==> src/hw/rtl/tcc_pkg.sv <==
`timescale 1ns / 1ps
// ============================================================================
// tcc_pkg
// Shared sizes, character codes, register indexes and control types for the
// text console cursor/scroll engine.
// ============================================================================
package tcc_pkg;

    // Screen geometry
    localparam int COLUMNS    = 80;
    localparam int ROWS       = 25;
    localparam int CELL_COUNT = ROWS * COLUMNS;
    localparam int COPY_COUNT = (ROWS - 1) * COLUMNS;

    localparam int COL_W      = $clog2(COLUMNS);
    localparam int ROW_W      = $clog2(ROWS);
    localparam int CELL_IDX_W = $clog2(CELL_COUNT);

    // Word field widths
    localparam int OPER_W = 2;
    localparam int CHAR_W = 8;
    localparam int ADDR_W = 11;
    localparam int CELL_W = 16;
    localparam int ATTR_W = 8;
    localparam int CFG_W  = 16;
    localparam int CFG_IDX_W = 1;

    // Tab stops every eight columns
    localparam int TAB_STOP = 8;

    // Register reset values
    localparam logic [ATTR_W-1:0] ATTR_RESET  = 8'd15;
    localparam logic [CELL_W-1:0] BLANK_RESET = 16'd3872;

    // Register indexes
    localparam logic [CFG_IDX_W-1:0] CFG_ATTR  = 1'b0;
    localparam logic [CFG_IDX_W-1:0] CFG_BLANK = 1'b1;

    // Character codes
    localparam logic [CHAR_W-1:0] CH_BS    = 8'h08;
    localparam logic [CHAR_W-1:0] CH_TAB   = 8'h09;
    localparam logic [CHAR_W-1:0] CH_LF    = 8'h0A;
    localparam logic [CHAR_W-1:0] CH_CR    = 8'h0D;
    localparam logic [CHAR_W-1:0] CH_SPACE = 8'h20;
    localparam logic [CHAR_W-1:0] CH_DEL   = 8'h7F;

    // Operation codes
    typedef enum logic [OPER_W-1:0] {
        OP_PUT   = 2'd0,
        OP_CLEAR = 2'd1,
        OP_READ  = 2'd2,
        OP_NONE  = 2'd3
    } t_op;

    // Controller states
    typedef enum logic [2:0] {
        S_INIT,
        S_IDLE,
        S_READ,
        S_SCROLL,
        S_FILL,
        S_WIPE,
        S_DONE
    } t_state;

    // Sweep write source for the cell memory
    typedef enum logic [1:0] {
        WR_NONE,
        WR_COPY,
        WR_BLANK,
        WR_INIT
    } t_wmode;

    // Controller to datapath
    typedef struct packed {
        logic   in_ready;
        logic   cnt_clr;
        logic   cnt_inc;
        t_wmode wr_mode;
        logic   rd_copy;
        logic   capture;
        logic   out_load;
    } t_cmd;

    // Datapath to controller
    typedef struct packed {
        logic in_valid;
        t_op  op;
        logic need_scroll;
        logic copy_end;
        logic cell_last;
        logic out_free;
    } t_status;

    // Linear cell index of a row/column pair
    function automatic logic [CELL_IDX_W-1:0] lin_pos(input logic [ROW_W-1:0] row,
                                                      input logic [COL_W-1:0] col);
        return CELL_IDX_W'(int'(row) * COLUMNS + int'(col));
    endfunction

endpackage

==> src/hw/rtl/tcc_ctrl.sv <==
`timescale 1ns / 1ps
// ============================================================================
// tcc_ctrl
// Sequencer of the console engine: accepts words, runs memory sweeps for
// power-up blanking, clear and scroll, and hands results to the output stage.
// ============================================================================
module tcc_ctrl import tcc_pkg::*; (
    input  logic    i_clk,
    input  logic    i_rst_n,
    input  t_status i_status,
    output t_cmd    o_cmd
);

    t_state r_state;
    t_state n_state;
    logic   accept;

    assign accept = i_status.in_valid && (r_state == S_IDLE);

    // State register
    always_ff @(posedge i_clk) begin
        if (!i_rst_n) begin
            r_state <= S_INIT;
        end else begin
            r_state <= n_state;
        end
    end

    // Next state
    always_comb begin
        n_state = r_state;
        case (r_state)
            S_INIT: begin
                if (i_status.cell_last) n_state = S_IDLE;
            end
            S_IDLE: begin
                if (accept) begin
                    case (i_status.op)
                        OP_PUT:   n_state = i_status.need_scroll ? S_SCROLL : S_DONE;
                        OP_CLEAR: n_state = S_WIPE;
                        OP_READ:  n_state = S_READ;
                        default:  n_state = S_DONE;
                    endcase
                end
            end
            S_READ: begin
                n_state = S_DONE;
            end
            S_SCROLL: begin
                if (i_status.copy_end) n_state = S_FILL;
            end
            S_FILL, S_WIPE: begin
                if (i_status.cell_last) n_state = S_DONE;
            end
            S_DONE: begin
                if (i_status.out_free) n_state = S_IDLE;
            end
            default: n_state = S_INIT;
        endcase
    end

    // Outputs
    always_comb begin
        o_cmd = '{in_ready: 1'b0, cnt_clr: 1'b0, cnt_inc: 1'b0, wr_mode: WR_NONE,
                  rd_copy: 1'b0, capture: 1'b0, out_load: 1'b0};
        case (r_state)
            S_INIT: begin
                o_cmd.wr_mode = WR_INIT;
                o_cmd.cnt_inc = 1'b1;
            end
            S_IDLE: begin
                o_cmd.in_ready = 1'b1;
                o_cmd.cnt_clr  = accept;
            end
            S_READ: begin
                o_cmd.capture = 1'b1;
            end
            S_SCROLL: begin
                o_cmd.wr_mode = WR_COPY;
                o_cmd.rd_copy = 1'b1;
                // hold the count at the end so the fill starts on the bottom row
                o_cmd.cnt_inc = !i_status.copy_end;
            end
            S_FILL, S_WIPE: begin
                o_cmd.wr_mode = WR_BLANK;
                o_cmd.cnt_inc = 1'b1;
            end
            S_DONE: begin
                o_cmd.out_load = i_status.out_free;
            end
            default: ;
        endcase
    end

endmodule

==> config.mk <==
export PLATFORM = sky130hd
export DESIGN_NAME = tcc_ctrl
export DESIGN_NICKNAME = d
export VERILOG_FILES = /design/src/hw/rtl/tcc_pkg.sv /design/src/hw/rtl/tcc_ctrl.sv
export SDC_FILE = /design/constraint.sdc
export NUM_CORES = 1
export LEC_CHECK = 0
export BUFFER_PORTS_ARGS = -buffer_cell sky130_fd_sc_hd__buf_2
export CORE_AREA = 4 4 41 43
export DETAILED_ROUTE_END_ITERATION = 10
export DIE_AREA = 0 0 45 47
export MAX_ROUTING_LAYER = met4
export PLACE_DENSITY = 0.48
export SLEW_MARGIN = 40
export SYNTH_ARGS = -nofsm -noshare
export SYNTH_HDL_FRONTEND = slang
export SYNTH_SLANG_ARGS = --single-unit
==> constraint.sdc <==
create_clock -name i_clk -period 3.92 [get_ports i_clk]
set_input_delay 0.784 -clock i_clk [delete_from_list [all_inputs] [get_ports i_clk]]
set_output_delay 0.784 -clock i_clk [all_outputs]
set_load 0.005 [all_outputs]
# == Word level (Yosys, flattened, before mapping) ==
# Cells that the tools add are included.
# op_classes
add_sub_neg,0
n_mul,0
div_mod_pow,0
n_lt_le_gt_ge,0
n_eq_ne,13
shifts,0
muxes,13
n_bitwise,0
n_reduce_logical,6
# op_table
op,n
2-to-1 mux 3 bit,6
one-hot mux 3 bit (3 select lines),2
one-hot mux 3 bit (6 select lines),1
inequality test 2 bit (second input constant),5
equality test 3 bit (second input constant),3
equality test 3 x 2 -> 1 bit (second input constant),2
AND reduction 5 bit,1
equality test 3 x 1 -> 1 bit (second input constant),1
zero test 3 bit,1
2-to-1 mux 1 bit,3
equality test 2 x 1 -> 1 bit (second input constant),1
equality test 2 bit (second input constant),1
zero test 2 bit,1
2-to-1 mux 2 bit,1
OR reduction 2 bit,1
logical AND 1 bit,1
zero test 1 bit,1
# word_totals
register_bits,3
latch_bits,0
mem_bits_rw,0
romBits,0
output_inout_bits,8
wordCells,33
memories,0

# == Logic depth before layout (Yosys ltp) ==
# Gate-level depths: netlist of the first run.
# depth
word_depth,4
mapped_depth,6
ltp_nobuf,4

# == Worst setup path after synthesis of the first run ==
# No wires, ideal clock.
# synth_timing
path_kind,input to output
start,in i_status[2] in the netlist's numbering
end,out o_cmd[5] in the netlist's numbering
arrival_time_ns,1.072
slack_ns,2.064
path_stages,2
cell_sequence,nand4bb_1 o21ai_0
# synth_rtl
element,line_no,text
start: declaration,tcc_ctrl.sv:10,"input t_status i_status,"
end: declaration,tcc_ctrl.sv:11,output t_cmd o_cmd

==> impl_metrics.py, run 1 <==
metrics = {
    "outcome": {
        "status": "completed",
    },
    "power": {
        "power.total_mw": 0.300,
        "p_seq_share_pct": 31.4,
        "clock_power_share_pct": 18.1,
        "switching_share_pct": 41.5,
        "power.density_nw_per_um2": 733,
        "vdd_drop_max_v": 0.000239,
        "comb_power_share_pct": 50.5,
        "netSwitchingPower_mw": 0.124,
        "leakagePower_nw": 0.195,
        "p_int_mw": 0.175,
    },
    "clock_tree": {
        "post_cts_resized": 0,
        "ctsHoldBuffers": 0,
        "path_clk_slew_ns": 0.04,
        "cts_setup_buffers": 0,
        "cts_buffer_depth": 2,
        "cts_tree": "yes",
        "clock_latency_ns": 0.23,
        "clock-sinks": 3,
        "clockRootBuffer": "clkbuf_4",
        "htree_levels": 1,
        "cts_buffers": 3,
    },
    "die": {
        "start_util_pct": 24.0,
        "fp.dieW_um": 45,
        "die_area_um2": 2120,
        "coreArea_um2": 1300,
        "die_h_um": 47,
        "rows": 13,
        "io_pins": 17,
    },
    "detailed_routing": {
        "drc": 0,
        "routed_via_density": 4.60,
        "drtIter0Drc": 7,
        "post_drt_wl_per_cell_um": 9.84,
        "wirelength_um": 689,
        "num_vias": 322,
        "drtAntennaViolNets": 0,
        "dr.pass1.iters": 3,
    },
    "worst_hold_path": {
        "hold_class": "register to register",
        "worstHoldEndpoint": "r_state[2]$_SDFFE_PN0P_",
        "holdCritStartpoint": "r_state[2]$_SDFFE_PN0P_",
        "hold_path_depth": 2,
    },
    "synthesis": {
        "yosysTopAreaCell": "dfxtp_1",
        "synth_cell_types": 26,
        "netlist_area_um2": 313,
        "synth-edff-count": 0,
        "syn-instance-count": 39,
        "synth_async_sr_flop_share_pct": 0,
        "yosys_warnings": 0,
        "yosys-top-cells-area": "dfxtp_1, nand4bb_1, and2_1",
        "synth-seq-cells": 3,
        "syn_avg_cell_area_um2": 8.02,
        "synth.net_count": 48,
        "synth_commonest_cells": "nor2_1, and2_1, dfxtp_1, o21ai_0",
        "yosysSeqAreaShare_pct": 19.2,
        "synth_top_area_share_pct": 19.2,
        "synth_flop_cell": "dfxtp_1",
        "yosysMostFrequentCell": "nor2_1",
    },
    "worst_setup_path": {
        "reg2reg_slack_ns": 2.41,
        "cp-start-kind": "register",
        "crit_fanout": 12,
        "cp.arrival_ns": 1.42,
        "cp_data_required_time_ns": 3.14,
        "crit_family": "simple AND/OR/NAND/NOR gates",
        "crit_buf_inv": 1,
        "reg2reg_from": "r_state[0]$_SDFFE_PN0P_",
        "end_kind": "output port",
        "r2r_cells": 4,
        "slowest_delay_ns": 0.54,
        "r2r_end": "r_state[0]$_SDFFE_PN0P_",
        "crit_slowest_cell": "dfxtp_1",
        "crit_chain": "nor2b_4, nor2b_1, and2_1, buf_2",
        "critical_path_class": "register to output port",
    },
    "global_route": {
        "grt_max_degree": 18,
        "grt_pass1_wl_mm": 1.15,
        "overflow": 0,
        "grt_pass1_vias": 280,
        "antenna_found_initial": 0,
        "track_usage_pct": 7.91,
    },
    "sta": {
        "layout_min_cycle_time_ns": 2.20,
        "tightest_slew_ns": 0.518,
        "hold_ws_ns": 0.745,
        "rsz0062_at_grt": "false",
        "relSlewSlack_pct": 65.4,
        "setup_violations": 0,
        "skew_ns": 0.00138,
        "fmax_ghz": 0.454,
        "final_max_slew_viol_count": 0,
        "setup_tns_ns": 0,
        "min_period_over_period_pct": 56.2,
        "finalHoldViolCount": 0,
    },
    "cells_and_area": {
        "antenna_cells": 0,
        "area_delta_synth_final_pct": 30.8,
        "top_register": "r_state",
        "nFillCells": 155,
        "largest_reg_flops": 3,
        "top_regs": "r_state x3",
        "final_layout_size_suffix_gt1_share_pct": 36.4,
        "fin_nets": 65,
    },
    "place": {
        "numPortBuffers": 16,
        "dp.final_hpwl_um": 528,
        "gp_congestion": 0.706,
    },
    "run": {
        "drv_cap": 0,
    },
}
==> power groups by stage <==
stage	Clock [mW]	Combinational (mW)	Sequential [mW]
6_report	0.0543	0.151	0.0940
5_1_grt	0.0630	0.173	0.101
4_1_cts	0.0577	0.155	0.0947
3_5_place_dp	0	0.155	0.0954
3_3_place_gp	0	0.156	0.0970
2_1_floorplan	0	0.160	0.0511
==> how the worst max path moves through the flow <==
stage | from | endpoint | slack, ns | cells after the start
after floorplan | i_status[2] | o_cmd[5] | 2.06 | 2
after global placement | i_status[2] | o_cmd[5] | 1.80 | 4
after detailed placement | i_status[2] | o_cmd[5] | 1.79 | 4
after CTS | r_state[0]$_SDFFE_PN0P_ | o_cmd[6] | 1.69 | 4
after global routing | r_state[0]$_SDFFE_PN0P_ | o_cmd[6] | 1.56 | 4
final | r_state[0]$_SDFFE_PN0P_ | o_cmd[6] | 1.72 | 4
==> cell families after synthesis <==
logic type | share of synthesized area, %
DFF | 19.2
and+or+nand+nor | 40.0
xor gates and xnor gates | 5.60
AOI/OAI and AO/OA | 21.6
muxes | 3.20
buffers and inverters | 10.4
==> area by class of cell <==
type / count / area (um2) / share of cell area [%]
Multi-Input combinational cell: 31 / 220 / 53.8
Timing Repair Buffer: 16 / 80.1 / 19.6
Sequential cell: 3 / 60.1 / 14.7
Clock buffer: 4 / 26.3 / 6.42
Tap cell: 15 / 18.8 / 4.59
Inverter: 1 / 3.75 / 0.917
==> routing by layer <==
metal  track usage (%)  wire, um  up-vias
li1                  -         -      174
met1              9.07       316      139
met2              11.0       326        9
met3              2.30        47        0
met4              7.02         0        0
met5                 -         0        -
==> cells in the final DEF, fill, tap and decap left out <==
master	netlist	final
buf_2	2	16
nor2_1	5	5
and2_1	3	3
o21ai_0	3	3
clkbuf_4	0	3
dfxtp_1	3	3
xor2_1	2	2
nand4bb_1	2	2
nor2b_4	1	1
nor2b_1	1	1
nor3b_1	1	1
and4b_1	1	1
inv_1	1	1
a31oi_1	1	1
mux2i_1	1	1
o211ai_1	1	1
a21boi_1	1	1
nand3_1	1	1
o21bai_1	1	1
a311o_1	1	1
and4_1	1	1
a21oi_1	1	1
nor3_1	1	1
o2111ai_1	1	1
and3b_1	1	1
clkbuf_1	0	1
==> metrics by stage <==
step / utilization, % / instances / setup WS (ns) / area [um2]
2_1_floorplan: - / 39 / 2.06 / 313
3_3_place_gp: 29.4 / 66 / 1.80 / 383
3_5_place_dp: 29.4 / 66 / 1.79 / 383
4_1_cts: 31.4 / 70 / 1.69 / 409
5_1_grt: 31.4 / 70 / 1.56 / 409
6_report: 31.4 / 70 / 1.72 / 409
==> worst register-to-register path: cells and delay by family (launching register included) <==
kind,cells,cell delay [ns]
and+or+nand+nor,2,0.43
muxes,1,0.30
AOI/OAI and AO/OA,1,0.14
DFF,1,0.54
Power figures use the tool's default switching activity.
==> inputs of run 2 (changes only) <==
--- a/config.mk
+++ b/config.mk
@@ -10,7 +10,7 @@
 export DETAILED_ROUTE_END_ITERATION = 10
 export DIE_AREA = 0 0 45 47
 export MAX_ROUTING_LAYER = met4
-export PLACE_DENSITY = 0.48
+export PLACE_DENSITY = 0.49
 export SLEW_MARGIN = 40
 export SYNTH_ARGS = -nofsm -noshare
 export SYNTH_HDL_FRONTEND = slang
==> constraint.sdc (replaced) <==
create_clock -name i_clk -period 1.9 [get_ports i_clk]
set_input_delay 0.38 -clock i_clk [delete_from_list [all_inputs] [get_ports i_clk]]
set_output_delay 0.38 -clock i_clk [all_outputs]
set_load 0.005 [all_outputs]
==> run 2 against run 1 <==
Sequential share of layout area increased by 0.26 points. Sequential power increased by 110%. Core utilization increased by 0.096 points.
==> impl_metrics.py, run 2 (synthesis results as in run 1) <==
metrics = {
    "outcome": {
        "status": "completed",
    },
    "cells_and_area": {
        "antenna_cells": 0,
        "area_delta_synth_final_pct": 31.2,
        "largest_reg_flops": 3,
        "nFillCells": 156,
        "multi_input_area_um2": 220,
        "top_register": "r_state",
        "layout_commonest_cell": "buf_2",
        "layout.cells.most_common_list": "buf_2, nor2_1, and2_1, o21ai_0, clkbuf_4",
        "fin_util_pct": 31.5,
        "top_regs": "r_state x3",
        "final_layout_size_suffix_gt1_share_pct": 38.2,
        "fin_nets": 65,
        "regArea_um2": 61.3,
    },
    "global_route": {
        "antenna_found_initial": 0,
        "grt_pass1_wl_mm": 1.11,
        "overflow": 0,
        "track_usage_pct": 7.74,
        "grt_pass1_vias": 263,
        "grt_max_degree": 18,
    },
    "sta": {
        "final_max_slew_viol_count": 0,
        "worst_slack_ns": 0.161,
        "skew_ns": 0.00602,
        "relSlewSlack_pct": 65.7,
        "rsz0062_at_grt": "false",
        "layout_min_cycle_time_ns": 1.74,
        "min_period_over_period_pct": 91.5,
        "finalHoldViolCount": 0,
        "hold_ws_ns": 0.420,
        "setup_violations": 0,
        "fmax_ghz": 0.575,
        "tightest_slew_ns": 0.514,
        "setup_tns_ns": 0,
    },
    "place": {
        "numPortBuffers": 16,
        "dp.final_hpwl_um": 554,
        "pre_cts_ws_ns": 0.352,
        "gp_congestion": 0.728,
    },
    "worst_setup_path": {
        "crit_chain": "nor2b_4, nor2b_1, and2_1, buf_2",
        "crit_fanout": 12,
        "cp_data_required_time_ns": 1.52,
        "slowest_delay_ns": 0.59,
        "critical_path_class": "register to output port",
        "cp.arrival_ns": 1.36,
        "crit_buf_inv": 1,
        "end_kind": "output port",
        "crit_family": "flip-flops",
        "cp-start-kind": "register",
        "crit_slowest_cell": "dfxtp_1",
    },
    "clock_tree": {
        "clockRootBuffer": "clkbuf_4",
        "cts_tree": "yes",
        "path_clk_slew_ns": 0.04,
        "cts_buffers": 3,
        "ctsHoldBuffers": 0,
        "clock-sinks": 3,
        "htree_levels": 1,
        "clock_latency_ns": 0.23,
        "cts_buffer_depth": 2,
    },
    "detailed_routing": {
        "wirelength_um": 730,
        "routed_via_density": 4.57,
        "dr.pass1.iters": 2,
        "drtAntennaViolNets": 0,
        "post_drt_wl_per_cell_um": 10.4,
        "drtIter0Drc": 1,
        "drc": 0,
        "num_vias": 320,
    },
    "die": {
        "fp.dieW_um": 45,
        "die_area_um2": 2120,
        "die_h_um": 47,
        "rows": 13,
        "io_pins": 17,
        "start_util_pct": 24.0,
        "coreArea_um2": 1300,
    },
    "run": {
        "drv_cap": 0,
    },
    "worst_hold_path": {
        "hold_class": "input port to register",
    },
    "power": {
        "vdd_drop_max_v": 0.000347,
        "leakagePower_nw": 0.195,
        "power.density_nw_per_um2": 1530,
    },
}
[run 2: timing repair]
| item | 4_1_cts | 5_1_grt |
|---|---|---|
| gates resized for setup | 0 | 1 |
| endpoints found under the setup margin | 0 | 1 |
| endpoints found under the hold margin | 0 | 0 |
| buffers inserted | 0 | 0 |
[run 2: report_power, final]
part	leakage (nW)	switching, mW	internal (mW)	total, mW
logic	0.155	0.126	0.191	0.317
clock network	0.0150	0.0334	0.0787	0.112
registers	0.0251	0.103	0.0948	0.198
total	0.195	0.263	0.365	0.627
[run 2: layer usage]
metal | part of all wire, % | GRT usage (%)
met5 | 0 | -
met4 | 0 | 7.02
met3 | 7.0 | 2.30
met2 | 47 | 10.2
met1 | 46 | 9.30
[run 2: worst paths after layout]
| path | from | endpoint | slack (ns) | cells past startpoint |
|---|---|---|---|---|
| min reg2reg | r_state[0]$_SDFFE_PN0P_ | r_state[0]$_SDFFE_PN0P_ | 0.71 | 2 |
| min | i_rst_n | r_state[0]$_SDFFE_PN0P_ | 0.42 | 2 |
| max | r_state[2]$_SDFFE_PN0P_ | o_cmd[6] | 0.16 | 4 |
| max reg2reg | r_state[1]$_SDFFE_PN0P_ | r_state[0]$_SDFFE_PN0P_ | 0.41 | 4 |
[run 2: final cells by class]
class	instances	area share, %
multi-input cells	31	53.7
repair buffers	16	19.5
flip-flops and latches	3	14.9
clock buffers	4	6.40
well taps	15	4.57
inverters	1	0.915
[run 2: worst register-to-register path: stages, from the launching register on]
cell       delay [ns]
dfxtp_1          0.63
nand4bb_1        0.22
and2_1           0.23
a21oi_1          0.12
and3b_1          0.18
[run 2: stage by stage]
step / cell area (um2) / cells / power, mW
floorplan: 313 / 39 / 0.435
global placement: 383 / 66 / 0.516
detailed placement: 383 / 66 / 0.517
CTS: 409 / 70 / 0.634
global route: 410 / 70 / 0.690
finish: 410 / 70 / 0.627
==> inputs of run 3 (changes only) <==
--- a/config.mk
+++ b/config.mk
@@ -6,9 +6,9 @@
 export NUM_CORES = 1
 export LEC_CHECK = 0
 export BUFFER_PORTS_ARGS = -buffer_cell sky130_fd_sc_hd__buf_2
-export CORE_AREA = 4 4 41 43
+export CORE_AREA = 2 2 39 41
 export DETAILED_ROUTE_END_ITERATION = 10
-export DIE_AREA = 0 0 45 47
+export DIE_AREA = 0 0 41 43
 export MAX_ROUTING_LAYER = met4
 export PLACE_DENSITY = 0.49
 export SLEW_MARGIN = 40
==> run 3 against run 2 <==
Die area is 17% lower. First-iteration DRC count increased to 6.0 times the previous value. Final cell count increased by 1.4%. Largest cell class unchanged. Sequential cell count did not move. Via count up 5.3%. Clock skew decreased by 0.0050 ns. Highest routed layer unchanged. Critical path type unchanged. Clock-buffer cell count unchanged. Sequential share of layout area about the same. Clock power is essentially flat. Register-to-register slack worse by 0.05 ns.
==> impl_metrics.py, run 3 (synthesis results as in run 1) <==
metrics = {
    "detailed_routing": {
        "wirelength_um": 751,
        "post_drt_wl_per_cell_um": 10.6,
        "dr.pass1.iters": 4,
        "num_vias": 337,
        "drtIter0Drc": 6,
        "drtAntennaViolNets": 0,
        "drc": 0,
        "routed_via_density": 4.75,
    },
    "die": {
        "io_pins": 17,
        "coreArea_um2": 1380,
        "fp.dieW_um": 41,
        "rows": 14,
        "die_area_um2": 1760,
        "start_util_pct": 22.6,
        "die_h_um": 43,
    },
    "sta": {
        "relSlewSlack_pct": 65.7,
        "min_period_over_period_pct": 91.9,
        "setup_tns_ns": 0,
        "finalHoldViolCount": 0,
        "skew_ns": 0.00102,
        "fmax_ghz": 0.573,
        "layout_min_cycle_time_ns": 1.75,
        "worst_slack_ns": 0.155,
        "tightest_slew_ns": 0.514,
        "rsz0062_at_grt": "false",
        "setup_violations": 0,
        "final_max_slew_viol_count": 0,
        "hold_ws_ns": 0.415,
    },
    "worst_hold_path": {
        "hold_path_depth": 2,
        "worstHoldEndpoint": "r_state[1]$_SDFFE_PN0P_",
        "holdCritStartpoint": "i_rst_n",
        "hold_class": "input port to register",
    },
    "run": {
        "drv_cap": 0,
    },
    "global_route": {
        "grt_pass1_vias": 273,
        "antenna_found_initial": 0,
        "grt_max_degree": 18,
        "overflow": 0,
        "grt_pass1_wl_mm": 1.08,
        "track_usage_pct": 8.93,
    },
    "clock_tree": {
        "clock-sinks": 3,
        "post_cts_resized": 0,
        "clockRootBuffer": "clkbuf_4",
        "cts_buffers": 3,
        "path_clk_slew_ns": 0.04,
        "cts_buffer_depth": 2,
        "clock_latency_ns": 0.23,
        "htree_levels": 1,
        "ctsHoldBuffers": 0,
        "cts_tree": "yes",
        "cts_setup_buffers": 0,
    },
    "place": {
        "dp_cells": 67,
        "pre_cts_ws_ns": 0.347,
        "numPortBuffers": 16,
        "gp_congestion": 0.655,
    },
    "worst_setup_path": {
        "cp.arrival_ns": 1.37,
        "r2r_end": "r_state[0]$_SDFFE_PN0P_",
        "reg2reg_slack_ns": 0.36,
        "cp_data_required_time_ns": 1.52,
        "crit_chain": "nand4bb_1, o21ai_0, buf_2",
        "crit_buf_inv": 1,
        "slowest_delay_ns": 0.63,
        "r2r_cells": 4,
        "critical_path_class": "register to output port",
        "crit_slowest_cell": "dfxtp_1",
        "end_kind": "output port",
        "reg2reg_from": "r_state[1]$_SDFFE_PN0P_",
        "crit_family": "flip-flops",
        "crit_fanout": 17,
        "cp-start-kind": "register",
    },
    "cells_and_area": {
        "area_delta_synth_final_pct": 31.6,
        "layout_commonest_cell": "buf_2",
        "layout.cells.most_common_list": "buf_2, nor2_1, and2_1, o21ai_0, clkbuf_4",
        "fin_nets": 65,
        "final_layout_size_suffix_gt1_share_pct": 38.2,
        "top_register": "r_state",
        "top_regs": "r_state x3",
        "largest_reg_flops": 3,
        "stdcell_count": 71,
        "fin_util_pct": 29.7,
        "antenna_cells": 0,
    },
    "outcome": {
        "status": "completed",
    },
    "power": {
        "power.density_nw_per_um2": 1530,
        "vdd_drop_max_v": 0.000393,
        "leakagePower_nw": 0.195,
    },
}
## run 3: cell counts in the layout (fill, tap and decap cells not counted)
Identical to the previous run, type by type.
## run 3: final cells by class
cell class / instances / area [um2]
inverters: 1 / 3.75
flip-flops and latches: 3 / 61.3
repair buffers: 16 / 80.1
well taps: 16 / 20.0
multi-input cells: 31 / 220
clock buffers: 4 / 26.3
fillers: 146 / 972
## run 3: worst max path at each step
stage,from,end,slack (ns),cells past startpoint
3_5_place_dp,r_state[0]$_SDFFE_PN0P_,o_cmd[6],0.35,4
5_1_grt,r_state[1]$_SDFFE_PN0P_,o_cmd[5],0.04,3
6_report,r_state[1]$_SDFFE_PN0P_,o_cmd[5],0.15,3
4_1_cts,r_state[0]$_SDFFE_PN0P_,o_cmd[6],0.1,4
2_1_floorplan,r_state[0]$_SDFFE_PN0P_,o_cmd[6],0.56,4
3_3_place_gp,r_state[0]$_SDFFE_PN0P_,r_state[0]$_SDFFE_PN0P_,0.38,4
## run 3: routing by layer
metal	track usage, %	share of wire (%)
met3	4.71	8.3
met5	-	0
met1	9.58	43
met4	0	0
met2	15.0	48
## run 3: worst register-to-register path, delay by kind of cell, from the launching register on
family / cells / cell delay, ns
compound gates: 1 / 0.12
flops: 1 / 0.63
simple gates: 3 / 0.67
## run 3: per-stage QoR
stage | cell area (um2) | total power [mW]
after floorplan | 313 | 0.435
after global placement | 384 | 0.521
after detailed placement | 384 | 0.522
after CTS | 410 | 0.638
after global routing | 412 | 0.703
final | 412 | 0.630
## run 3: report_power, final
group          internal [mW]  leakage [nW]  switching, mW
clock network         0.0787        0.0150         0.0329
logic                  0.191         0.155          0.132
registers             0.0948        0.0251          0.101
total                  0.365         0.195          0.265
